[config.mk]
export PLATFORM = sky130hd
export DESIGN_NAME = grm_select_flat
export DESIGN_NICKNAME = d
export VERILOG_FILES = /design/src/design/grm_pkg.sv /design/src/design/grm_result_if.sv /design/src/design/grm_select.sv /design/src/flat_wrapper.sv
export SDC_FILE = /design/constraint.sdc
export NUM_CORES = 1
export LEC_CHECK = 0
export BUFFER_PORTS_ARGS = -buffer_cell sky130_fd_sc_hd__buf_2
export CORE_UTILIZATION = 45
export CTS_CLUSTER_SIZE = 10
export DETAILED_ROUTE_END_ITERATION = 8
export GPL_TIMING_DRIVEN = 0
export PLACE_DENSITY = 0.64
export SLEW_MARGIN = 20
export SYNTH_ARGS = -nofsm -noshare
export SYNTH_HDL_FRONTEND = slang
export SYNTH_SLANG_ARGS = --single-unit
[constraint.sdc]
create_clock -name clk -period 6.8 [get_ports clk]
set_input_delay 0.34 -clock clk [delete_from_list [all_inputs] [get_ports clk]]
set_output_delay 0.34 -clock clk [all_outputs]
set_load 0.03 [all_outputs]
[src/design/grm_pkg.sv]
// Shared constants, types and helpers of the greedy row-max assignment core.
package grm_pkg;

	localparam int MAX_SIZE   = 4096;
	localparam int SCORE_BITS = 16;
	localparam int IDX_W      = $clog2(MAX_SIZE);
	localparam int SIZE_W     = 13;
	localparam int OUT_IDX_W  = 12;
	localparam int OUT_SCR_W  = 16;

	localparam logic [SIZE_W-1:0] SIZE_RESET = SIZE_W'(4096);

	// One element on its way from the fetch stage to the select stage.
	typedef struct packed {
		logic                  valid;
		logic [SCORE_BITS-1:0] score;
		logic [IDX_W-1:0]      col;
		logic [IDX_W-1:0]      row;
		logic                  row_end;
		logic                  last;
		logic                  used;
	} grm_item_t;

	// Column to mark as taken once a row is decided.
	typedef struct packed {
		logic             we;
		logic [IDX_W-1:0] col;
	} grm_mark_t;

	// Clamp the programmed size to 1..MAX_SIZE.
	function automatic logic [IDX_W:0] size_in_use(input logic [SIZE_W-1:0] size);
		logic [IDX_W:0] n;
		if (size == '0) begin
			n = (IDX_W + 1)'(1);
		end else if (32'(size) > MAX_SIZE) begin
			n = (IDX_W + 1)'(MAX_SIZE);
		end else begin
			n = (IDX_W + 1)'(size);
		end
		return n;
	endfunction

endpackage

[src/design/grm_result_if.sv]
// Output channel: one result item per finished row.
interface grm_result_if;
	logic                           valid;
	logic                           ready;
	logic [grm_pkg::OUT_IDX_W-1:0]  row_index;
	logic [grm_pkg::OUT_IDX_W-1:0]  chosen_column;
	logic [grm_pkg::OUT_SCR_W-1:0]  best_score;
	logic [grm_pkg::OUT_SCR_W-1:0]  worst_score;
	logic [grm_pkg::OUT_IDX_W-1:0]  worst_row;
	logic [grm_pkg::OUT_IDX_W-1:0]  worst_column;
	logic                           last_row;

	modport source (output valid, output row_index, output chosen_column, output best_score,
		output worst_score, output worst_row, output worst_column, output last_row,
		input ready);
	modport sink   (input valid, input row_index, input chosen_column, input best_score,
		input worst_score, input worst_row, input worst_column, input last_row,
		output ready);
endinterface

[src/design/grm_select.sv]
// Select stage: running row maximum, worst-row tracking and result register.
module grm_select (
	input  logic               clk,
	input  logic               arst_n,
	input  grm_pkg::grm_item_t item,
	output logic               take,
	output grm_pkg::grm_mark_t mark,
	grm_result_if.source       results
);
	import grm_pkg::*;

	logic [SCORE_BITS-1:0] best_value_q;
	logic [IDX_W-1:0]      best_index_q;
	logic                  best_found_q;
	logic [SCORE_BITS-1:0] worst_value_q;
	logic [IDX_W-1:0]      worst_row_q;
	logic [IDX_W-1:0]      worst_col_q;
	logic                  out_valid_q;

	logic                  fire;
	logic                  upd;
	logic [SCORE_BITS-1:0] bv_n;
	logic [IDX_W-1:0]      bi_n;
	logic                  bf_n;
	logic [SCORE_BITS-1:0] best;
	logic [IDX_W-1:0]      chosen;
	logic                  wupd;
	logic [SCORE_BITS-1:0] wv_n;
	logic [IDX_W-1:0]      wr_n;
	logic [IDX_W-1:0]      wc_n;

	assign take = !item.row_end || !out_valid_q || results.ready;
	assign fire = item.valid && take;

	always_comb begin
		upd    = !item.used && (!best_found_q || item.score > best_value_q);
		bv_n   = upd ? item.score : best_value_q;
		bi_n   = upd ? item.col : best_index_q;
		bf_n   = upd || best_found_q;
		best   = bf_n ? bv_n : '0;
		chosen = bf_n ? bi_n : '0;
		wupd   = worst_value_q >= best;
		wv_n   = wupd ? best : worst_value_q;
		wr_n   = wupd ? item.row : worst_row_q;
		wc_n   = wupd ? chosen : worst_col_q;
	end

	// the mask is wiped after the last row, so its mark is dropped
	assign mark.we  = fire && item.row_end && !item.last && bf_n;
	assign mark.col = bi_n;

	always_ff @(posedge clk or negedge arst_n) begin
		if (!arst_n) begin
			best_value_q  <= '0;
			best_index_q  <= '0;
			best_found_q  <= 1'b0;
			worst_value_q <= '1;
			worst_row_q   <= '0;
			worst_col_q   <= '0;
			out_valid_q   <= 1'b0;
		end else begin
			if (fire && item.row_end) begin
				out_valid_q <= 1'b1;
			end else if (results.ready) begin
				out_valid_q <= 1'b0;
			end
			if (fire) begin
				if (item.row_end) begin
					best_value_q <= '0;
					best_index_q <= '0;
					best_found_q <= 1'b0;
					if (item.last) begin
						worst_value_q <= '1;
						worst_row_q   <= '0;
						worst_col_q   <= '0;
					end else begin
						worst_value_q <= wv_n;
						worst_row_q   <= wr_n;
						worst_col_q   <= wc_n;
					end
				end else begin
					best_value_q <= bv_n;
					best_index_q <= bi_n;
					best_found_q <= bf_n;
				end
			end
		end
	end

	always_ff @(posedge clk) begin
		if (fire && item.row_end) begin
			results.row_index     <= OUT_IDX_W'(item.row);
			results.chosen_column <= OUT_IDX_W'(chosen);
			results.best_score    <= OUT_SCR_W'(best);
			results.worst_score   <= OUT_SCR_W'(wv_n);
			results.worst_row     <= OUT_IDX_W'(wr_n);
			results.worst_column  <= OUT_IDX_W'(wc_n);
			results.last_row      <= item.last;
		end
	end

	assign results.valid = out_valid_q;
endmodule

[src/flat_wrapper.sv]
// flat-port wrapper written by rule: the top's interface ports become plain ports
module grm_select_flat import grm_pkg::*;
  (clk, arst_n, item, take, mark, results_valid, results_row_index, results_chosen_column, results_best_score, results_worst_score, results_worst_row, results_worst_column, results_last_row, results_ready);
  grm_result_if results_i ();
  input  logic clk;
  input  logic arst_n;
  input  grm_pkg::grm_item_t item;
  output logic take;
  output grm_pkg::grm_mark_t mark;
  output wire logic [$bits(results_i.valid)-1:0] results_valid;
  output wire logic [$bits(results_i.row_index)-1:0] results_row_index;
  output wire logic [$bits(results_i.chosen_column)-1:0] results_chosen_column;
  output wire logic [$bits(results_i.best_score)-1:0] results_best_score;
  output wire logic [$bits(results_i.worst_score)-1:0] results_worst_score;
  output wire logic [$bits(results_i.worst_row)-1:0] results_worst_row;
  output wire logic [$bits(results_i.worst_column)-1:0] results_worst_column;
  output wire logic [$bits(results_i.last_row)-1:0] results_last_row;
  input wire logic [$bits(results_i.ready)-1:0] results_ready;
  assign results_valid = results_i.valid;
  assign results_row_index = results_i.row_index;
  assign results_chosen_column = results_i.chosen_column;
  assign results_best_score = results_i.best_score;
  assign results_worst_score = results_i.worst_score;
  assign results_worst_row = results_i.worst_row;
  assign results_worst_column = results_i.worst_column;
  assign results_last_row = results_i.last_row;
  assign results_i.ready = results_ready;
  grm_select u_core (.clk(clk), .arst_n(arst_n), .item(item), .take(take), .mark(mark), .results(results_i));
endmodule
# Yosys cells after proc, flatten, opt, wreduce, memory -nomap -nowiden
# Index checks and enable logic that the tools add are counted.
# classes
n_lt_le_gt_ge	2
n_mux	15
n_reduce_logical	16
# op_table
cell	count
$mux 12	7
$mux 16	5
$ge 16x16->1	1
$gt 16x16->1	1
$logic_and 1x1->1	5
$logic_not 1->1	5
$logic_or 1x1->1	4
$mux 1	3
$reduce_and 2->1	1
$reduce_bool 2->1	1
# word_totals
ff_bits	151
inputBits	47
out_inout_bits	96
wordCells	47

# Longest topological paths before layout
# Gate-level depths: netlist of the first run.
# depth
ltp_word	8
ltp_mapped	20
ltp_nobuf	15

# Worst setup path after synthesis of the first run
# No wires, ideal clock.
# synth_timing
path_kind	register -> register
startpoint	register u_core.best_value_q[14]
endpoint	register u_core.results.worst_row[10], data pin
setup_time_ps	260
t_arrival_ps	3764
t_required_ps	6540
path_slack_ps	2776
path_stages_with_launch	18
n_path_buf	3
period_less_slack_ps	4024
path_cell_list	dfrtp_1 inv_1 ha_1 a21oi_1 nand2_1 a211o_1 o31ai_4 buf_4 nand3_1 and2_1 ha_1 a211oi_1 nand3_1 a31oi_1 o31a_1 buf_2 buf_2 mux2_2
# synth_via
elab_chain_len	7
word_cells_on_any_way	8
cone_classes	order compare: 2; mux: 3; reduce/logical: 3
# synth_lines
item	line_no	source
from (decl)	grm_select.sv:12	logic [SCORE_BITS-1:0] best_value_q;
from (signal assigned)	grm_select.sv:82	best_value_q <= bv_n;
$gt 16x16->1	grm_select.sv:36	upd = !item.used && (!best_found_q || item.score > best_value_q);
$logic_or 1x1->1	grm_select.sv:36	
$logic_and 1x1->1	grm_select.sv:36	
$mux 16 / $logic_or 1x1->1 (equally long branches)	grm_select.sv:37, grm_select.sv:39	
$mux 16 *	grm_select.sv:40	best = bf_n ? bv_n : '0;
$ge 16x16->1 *	grm_select.sv:42	wupd = worst_value_q >= best;
$mux 12 *	grm_select.sv:44	wr_n = wupd ? item.row : worst_row_q;
via u_core.wr_n[10]	grm_select.sv:29	logic [IDX_W-1:0] wr_n;
to (signal assigned)	grm_select.sv:96	results.worst_row <= OUT_IDX_W'(wr_n);
to (decl)	grm_result_if.sv:14	output worst_score, output worst_row, output worst_column, output last_row,
# The timed path passes the listed nets; every way through them passes the cells marked *.
# A chain may end at the register's enable or synchronous reset.

# Final worst setup path of the first run
# layout_timing
startpoint	register u_core.best_value_q[7]
endpoint	register u_core.results.worst_column[10], data pin
# layout_via
elab_chain_len	7
word_cells_on_any_way	10
cone_classes	order compare: 2; mux: 5; reduce/logical: 3
# layout_lines
item	line_no	source
$gt 16x16->1	grm_select.sv:36	
$logic_or 1x1->1	grm_select.sv:36	
$logic_and 1x1->1	grm_select.sv:36	
$mux 16 / $logic_or 1x1->1 (equally long branches)	grm_select.sv:37, grm_select.sv:39	
$mux 16	grm_select.sv:40	
$ge 16x16->1	grm_select.sv:42	
$mux 12 *	grm_select.sv:45	wc_n = wupd ? chosen : worst_col_q;
via u_core.wc_n[10]	grm_select.sv:30	logic [IDX_W-1:0] wc_n;
to (signal assigned)	grm_select.sv:97	results.worst_column <= OUT_IDX_W'(wc_n);
to (decl)	grm_result_if.sv:14	
# Marks and branches as above.

==> flow_metrics.env, run 1 <==
export IMPL_wl_per_cell_um=17.1
export IMPL_async_flop_share=0.464
export IMPL_antenna_found_initial=0
export IMPL_outcome="finished clean"
export IMPL_timing_hold_ws_ns=0.124
export IMPL_synthMuxAreaShare=0.0589
export IMPL_p_leak_uw=0.00383
export IMPL_synth_area_leaders="edfxtp_1, dfrtp_1, dfstp_2"
export IMPL_drv_cap=0
export IMPL_viasPerCell=5.29
export IMPL_utilization=0.569
export IMPL_max_stage_delay_ns=0.52
export IMPL_grt_usage=0.212
export IMPL_power_uw=2950
export IMPL_synth_cell_types=44
export IMPL_post_route_min_period_ns=4.94
export IMPL_grt_max_degree=63
export IMPL_crit_required_ns=6.95
export IMPL_cts_buffers=17
export IMPL_worstPathArrival_ns=5.10
export IMPL_yosys_area_share_simple=0.101
export IMPL_io_buffers=142
export IMPL_die_w_um=127
export IMPL_seq_area_frac_synth=0.596
export IMPL_path_clk_slew_ns=0.06
export IMPL_end_kind="register"
export IMPL_crit_type="reg2reg"
export IMPL_clockBufferDepth=2
export IMPL_synth_largest_area_cell="edfxtp_1"
export IMPL_cts_tree="yes"
export IMPL_drive_above_1_share=0.307
export IMPL_relSlewSlack=0.648
export IMPL_syn2layout_area_growth_pct=23.0
export IMPL_netlist_area_mm2=0.00706
export IMPL_peakVddDrop_mv=0.213
export IMPL_clkLatencyLatePin_ns=0.42
export IMPL_setup_viol=0
export IMPL_antennaDiodeCount=0
export IMPL_grt_first_pass_wirelength_um=26200
export IMPL_synth_top_family_by_area="compound AO/OA/AOI/OAI gates"
export IMPL_ctsResizeCount=0
export IMPL_dieArea_mm2=0.0162
export IMPL_drt_iter0_markers=278
export IMPL_hold_violations=0
export IMPL_hpwl_um=12300
export IMPL_crit_path_cell_trace="inv_1 > ha_1 > a41o_1 > a21oi_1 > o22ai_2 > o31ai_4 > buf_4 > nand3_1 > and2_1 > ha_1 > a211oi_1 > nand3_1 > a31oi_1 > o31a_1 > or2_1 > clkbuf_1 > clkbuf_1 > o21ai_1"
export IMPL_synth_xor_area_share=0
export IMPL_clock_sinks=151
export IMPL_avgSynthCellArea_um2=12.5
export IMPL_synth_edf_count=81
export IMPL_core_mm2=0.0153
export IMPL_vias=5045
export IMPL_maxSlewViolCount=0
export IMPL_nets=809
export IMPL_synth_cells=566
export IMPL_routed_wl_um=16400
export IMPL_start_util=0.462
export IMPL_post_cts_buffers=0
export IMPL_drt_pass1_iter_count=4
export IMPL_design_area_mm2=0.00868
export IMPL_yosys_register_bits=151
export IMPL_synth_common_cells="edfxtp_1, dfrtp_1, nand2_1"
export IMPL_htreeDepth=4
export IMPL_globalplace_congestion=0.887
export IMPL_cts_root_buf="clkbuf_16"
export IMPL_cpLargestDelayFamily="compound AO/OA/AOI/OAI gates"
export IMPL_ioPinCount=143
export IMPL_synth_compound_area_share=0.140
export IMPL_fmax_mhz=202
export IMPL_synthAdderAreaFrac=0.0567
export IMPL_min_path_type="in2reg"
export IMPL_period_share=0.727
export IMPL_yosysMostFrequentCell="edfxtp_1"
export IMPL_postPlaceCellArea_mm2=0.00808
export IMPL_synth_top_area_frac=0.345
export IMPL_grt_ovfl_total=0
export IMPL_power_density_mw_per_mm2=340
export IMPL_holdBufCountCts=1
export IMPL_row_count=45
export IMPL_grt_pass1_vias=4980
export IMPL_yosysWarnings=0
export IMPL_cpMaxStageDelayCell="o31ai_4"
export IMPL_skew_ns=0.00964
export IMPL_path_buf_inv=4
export IMPL_tns_ns=0
export IMPL_synth_nets=645
export IMPL_startpoint_type="register"
export IMPL_postRouteAntennaNets=0
export IMPL_rsz0062_at_grt="no"
export IMPL_synthFlopType="edfxtp_1"
export IMPL_tightest_slew_ns=0.528
export IMPL_cp_max_fo=10
export IMPL_die_y_um=127
export IMPL_drc=0
==> cell families (layout without fill, tap and decap cells) <==
group	Yosys count	count (layout)
flip-flops	151	151
adder cells (fa/ha/maj)	32	32
AND/OR/NAND/NOR	147	147
multiplexers	40	40
AO/OA/AOI/OAI	128	128
buffers and inverters	68	245
==> worst reg2reg max path, delay by kind of cell, from the launching register on <==
family / cells / cell delay [ns]
AO/OA/AOI/OAI: 8 / 1.80
adder cells (fa/ha/maj): 2 / 0.66
flip-flops: 1 / 0.39
AND/OR/NAND/NOR: 4 / 0.60
buffers and inverters: 4 / 1.23
==> routing by layer <==
layer,GRT usage,wire length [um],vias to the layer above,part of all wire
li1,-,-,2411,-
met1,0.297,7860,2440,0.48
met2,0.322,7390,173,0.45
met3,0.0440,843,21,0.052
met4,0.0854,257,0,0.016
met5,0,0,-,0
==> placed cells by master, fill, tap and decap left out, drive strengths merged, types with 8 or more instances in the layout <==
cell type / n
a21oi: 13
a22o: 37
and2: 18
buf: 166
clkbuf: 33
dfrtp: 54
dfstp: 16
edfxtp: 81
ha: 32
inv: 36
mux2: 12
mux2i: 28
nand2: 42
nand3: 8
nor2: 31
nor3: 17
o21ai: 33
o2bb2ai: 12
o32a: 14
or2: 16
==> metrics by stage <==
step           std cells  worst slack (ns)
2_1_floorplan        566              2.78
3_3_place_gp         919              1.90
3_5_place_dp         921              1.84
4_1_cts              954              1.88
5_1_grt              954              1.64
6_report             954              1.86
==> worst paths after layout <==
| kind | slack (ns) | depth (start not counted) | startpoint | endpoint |
|---|---|---|---|---|
| max | 1.86 | 18 | u_core.best_value_q[7]$_DFFE_PN0P_ | u_core.results.worst_column[10]$_DFFE_PP_ |
| min | 0.12 | 1 | item[5] | u_core.results.row_index[2]$_DFFE_PP_ |
| max reg2reg | 1.86 | 18 | u_core.best_value_q[7]$_DFFE_PN0P_ | u_core.results.worst_column[10]$_DFFE_PP_ |
| min reg2reg | 0.49 | 1 | u_core.worst_col_q[4]$_DFFE_PN0P_ | u_core.worst_col_q[4]$_DFFE_PN0P_ |
| max in group asynchronous | 5.77 | 3 | arst_n | u_core.worst_value_q[6]$_DFFE_PN1P_ |
| min in group asynchronous | 0.41 | 2 | arst_n | u_core.best_value_q[8]$_DFFE_PN0P_ |
==> final cells by class <==
class                      count  area [um2]
tap                          211         264
multi-input combinational    347        2510
clock inverter                10         123
buffer                        33         210
fill                        1301        6580
inverter                      35         134
timing repair buffer         145         771
clock buffer                  22         464
sequential                   151        4200
==> flip-flops by register name, summed over array words and instances, names as in the netlist, 16 cells and up <==
name                        cells
u_core.worst_value_q           16
u_core.best_value_q            16
u_core.results.worst_score     16
u_core.results.best_score      16
==> power breakdown <==
group	switching (uW)	internal, uW	total (uW)	leakage (uW)
sequential	77.2	1160	1240	0.00166
combinational	484	299	783	0.00190
clock	366	562	928	0.000279
Power figures use the tool's default switching activity.
==> inputs of run 2 (changes only) <==
clock period = 5.1 ns   (was 6.8 ns; I/O delays follow)
==> flow_metrics.env, run 2 (synthesized netlist as in run 1, its figures left out) <==
export IMPL_cpMaxStageDelayCell="o31ai_4"
export IMPL_antenna_found_initial=0
export IMPL_globalplace_congestion=0.887
export IMPL_nets=809
export IMPL_startpoint_type="register"
export IMPL_syn2layout_area_growth_pct=23.0
export IMPL_cts_root_buf="clkbuf_16"
export IMPL_vias=5048
export IMPL_cts_tree="yes"
export IMPL_cp_max_fo=10
export IMPL_crit_start="u_core.best_value_q[7]$_DFFE_PN0P_"
export IMPL_outcome="finished clean"
export IMPL_drt_pass1_iter_count=4
export IMPL_layout_cells_most_common="buf_2"
export IMPL_r2r_cells=18
export IMPL_setup_viol=0
export IMPL_max_stage_delay_ns=0.52
export IMPL_relSlewSlack=0.648
export IMPL_grt_pass1_vias=4980
export IMPL_die_w_um=127
export IMPL_hpwl_um=12300
export IMPL_holdCritStartpoint="item[5]"
export IMPL_crit_required_ns=5.26
export IMPL_clockBufferDepth=2
export IMPL_post_place_ws_ns=0.186
export IMPL_crit_type="reg2reg"
export IMPL_ff_latch_area_mm2=0.00420
export IMPL_fmax_mhz=206
export IMPL_routed_wl_um=16400
export IMPL_r2r_end="u_core.results.worst_score[5]$_DFFE_PP_"
export IMPL_post_cts_buffers=0
export IMPL_hold_depth=1
export IMPL_drt_iter0_markers=278
export IMPL_drv_cap=0
export IMPL_grt_first_pass_wirelength_um=26200
export IMPL_multi_input_comb_area_mm2=0.00251
export IMPL_grt_ovfl_total=0
export IMPL_worst_slack_ns=0.238
export IMPL_layout_common_cells="buf_2, edfxtp_1, dfrtp_1"
export IMPL_antennaDiodeCount=0
export IMPL_power_density_mw_per_mm2=454
export IMPL_utilization=0.569
export IMPL_period_share=0.953
export IMPL_rr_startpoint="u_core.best_value_q[7]$_DFFE_PN0P_"
export IMPL_die_y_um=127
export IMPL_core_mm2=0.0153
export IMPL_drive_above_1_share=0.308
export IMPL_viasPerCell=5.29
export IMPL_cts_buffers=17
export IMPL_post_route_min_period_ns=4.86
export IMPL_path_buf_inv=4
export IMPL_postPlaceCellArea_mm2=0.00808
export IMPL_peakVddDrop_mv=0.285
export IMPL_htreeDepth=4
export IMPL_io_buffers=142
export IMPL_end_kind="register"
export IMPL_ioPinCount=143
export IMPL_row_count=45
export IMPL_grt_max_degree=63
export IMPL_tns_ns=0
export IMPL_p_leak_uw=0.00384
export IMPL_design_area_mm2=0.00868
export IMPL_clkLatencyLatePin_ns=0.42
export IMPL_crit_path_cell_trace="inv_1 > ha_1 > a41o_1 > a21oi_1 > o22ai_2 > o31ai_4 > buf_4 > nand3_1 > and2_1 > ha_1 > a211oi_1 > nand3_1 > a31oi_1 > o31a_1 > or2_1 > clkbuf_1 > clkbuf_1 > o21ai_1"
export IMPL_drc=0
export IMPL_clock_sinks=151
export IMPL_maxSlewViolCount=0
export IMPL_rsz0062_at_grt="no"
export IMPL_worstPathArrival_ns=5.02
export IMPL_wl_per_cell_um=17.1
export IMPL_min_path_type="in2reg"
export IMPL_fill_cells=1303
export IMPL_grt_usage=0.212
export IMPL_dieArea_mm2=0.0162
export IMPL_cpLargestDelayFamily="compound AO/OA/AOI/OAI gates"
export IMPL_postRouteAntennaNets=0
export IMPL_min_to="u_core.results.row_index[2]$_DFFE_PP_"
export IMPL_tightest_slew_ns=0.528
export IMPL_skew_ns=0.00964
export IMPL_r2r_slack_ns=0.24
export IMPL_hold_violations=0
export IMPL_path_clk_slew_ns=0.06
export IMPL_start_util=0.462
-- run 2: changes by cell type in the layout (fill, tap and decap cells not counted) --
cell	before	now
clkbuf_1	14	13
clkbuf_2	0	1
-- run 2: final cells by class --
type,instances,share of cell area
plain buffers,33,0.0244
clock buffers,22,0.0535
clock inverters,10,0.0141
inverters,35,0.0154
multi-input cells,347,0.289
flip-flops and latches,151,0.484
well taps,211,0.0304
repair buffers,145,0.0888
-- run 2: routing by layer --
layer,GRT usage,vias to the layer above,wire length (um)
li1,-,2411,-
met1,0.297,2444,7860
met2,0.322,172,7400
met3,0.0440,21,832
met4,0.0854,0,257
met5,0,-,0
-- run 2: power breakdown --
group	switching (uW)	total (uW)	leakage, uW	internal, uW
Combinational	645	1050	0.00190	400
Sequential	103	1650	0.00166	1550
Clock	488	1240	0.000279	749
Total	1240	3940	0.00384	2700
-- run 2: through the flow --
stage	power (uW)	hold slack, ns	std cells
6_report	3940	0.0386	954
5_1_grt	4130	0.0249	954
4_1_cts	3960	0.0220	954
3_5_place_dp	2720	0.228	921
3_3_place_gp	2680	0.470	919
2_1_floorplan	2400	-0.0406	566
-- run 2: worst max-delay path by stage --
stage	to	cells after the start	slack (ns)
2_1_floorplan	u_core.results.worst_row[10]$_DFFE_PP_	17	1.08
3_3_place_gp	u_core.results.worst_column[9]$_DFFE_PP_	18	0.27
3_5_place_dp	u_core.results.worst_column[10]$_DFFE_PP_	18	0.19
4_1_cts	u_core.results.worst_column[10]$_DFFE_PP_	18	0.18
5_1_grt	u_core.results.worst_score[14]$_DFFE_PP_	18	0.007
6_report	u_core.results.worst_score[5]$_DFFE_PP_	18	0.24
-- run 2: timing repair --
item                       in CTS  in global routing
resized for setup               0                  2
hold buffers                    1                  0
hold endpoints to repair       30                  0
setup endpoints to repair       0                 10
-- run 2: worst register-to-register path: stages, from the launching register on --
cell	delay, ns
dfrtp_1	0.39
inv_1	0.09
ha_1	0.31
a41o_1	0.22
a21oi_1	0.14
o22ai_2	0.12
o31ai_4	0.53
buf_4	0.32
nand3_1	0.18
and2_1	0.21
ha_1	0.35
a211oi_1	0.26
nand3_1	0.10
a31oi_1	0.18
o31a_1	0.20
or2_1	0.11
clkbuf_1	0.38
clkbuf_1	0.39
o21ai_1	0.12
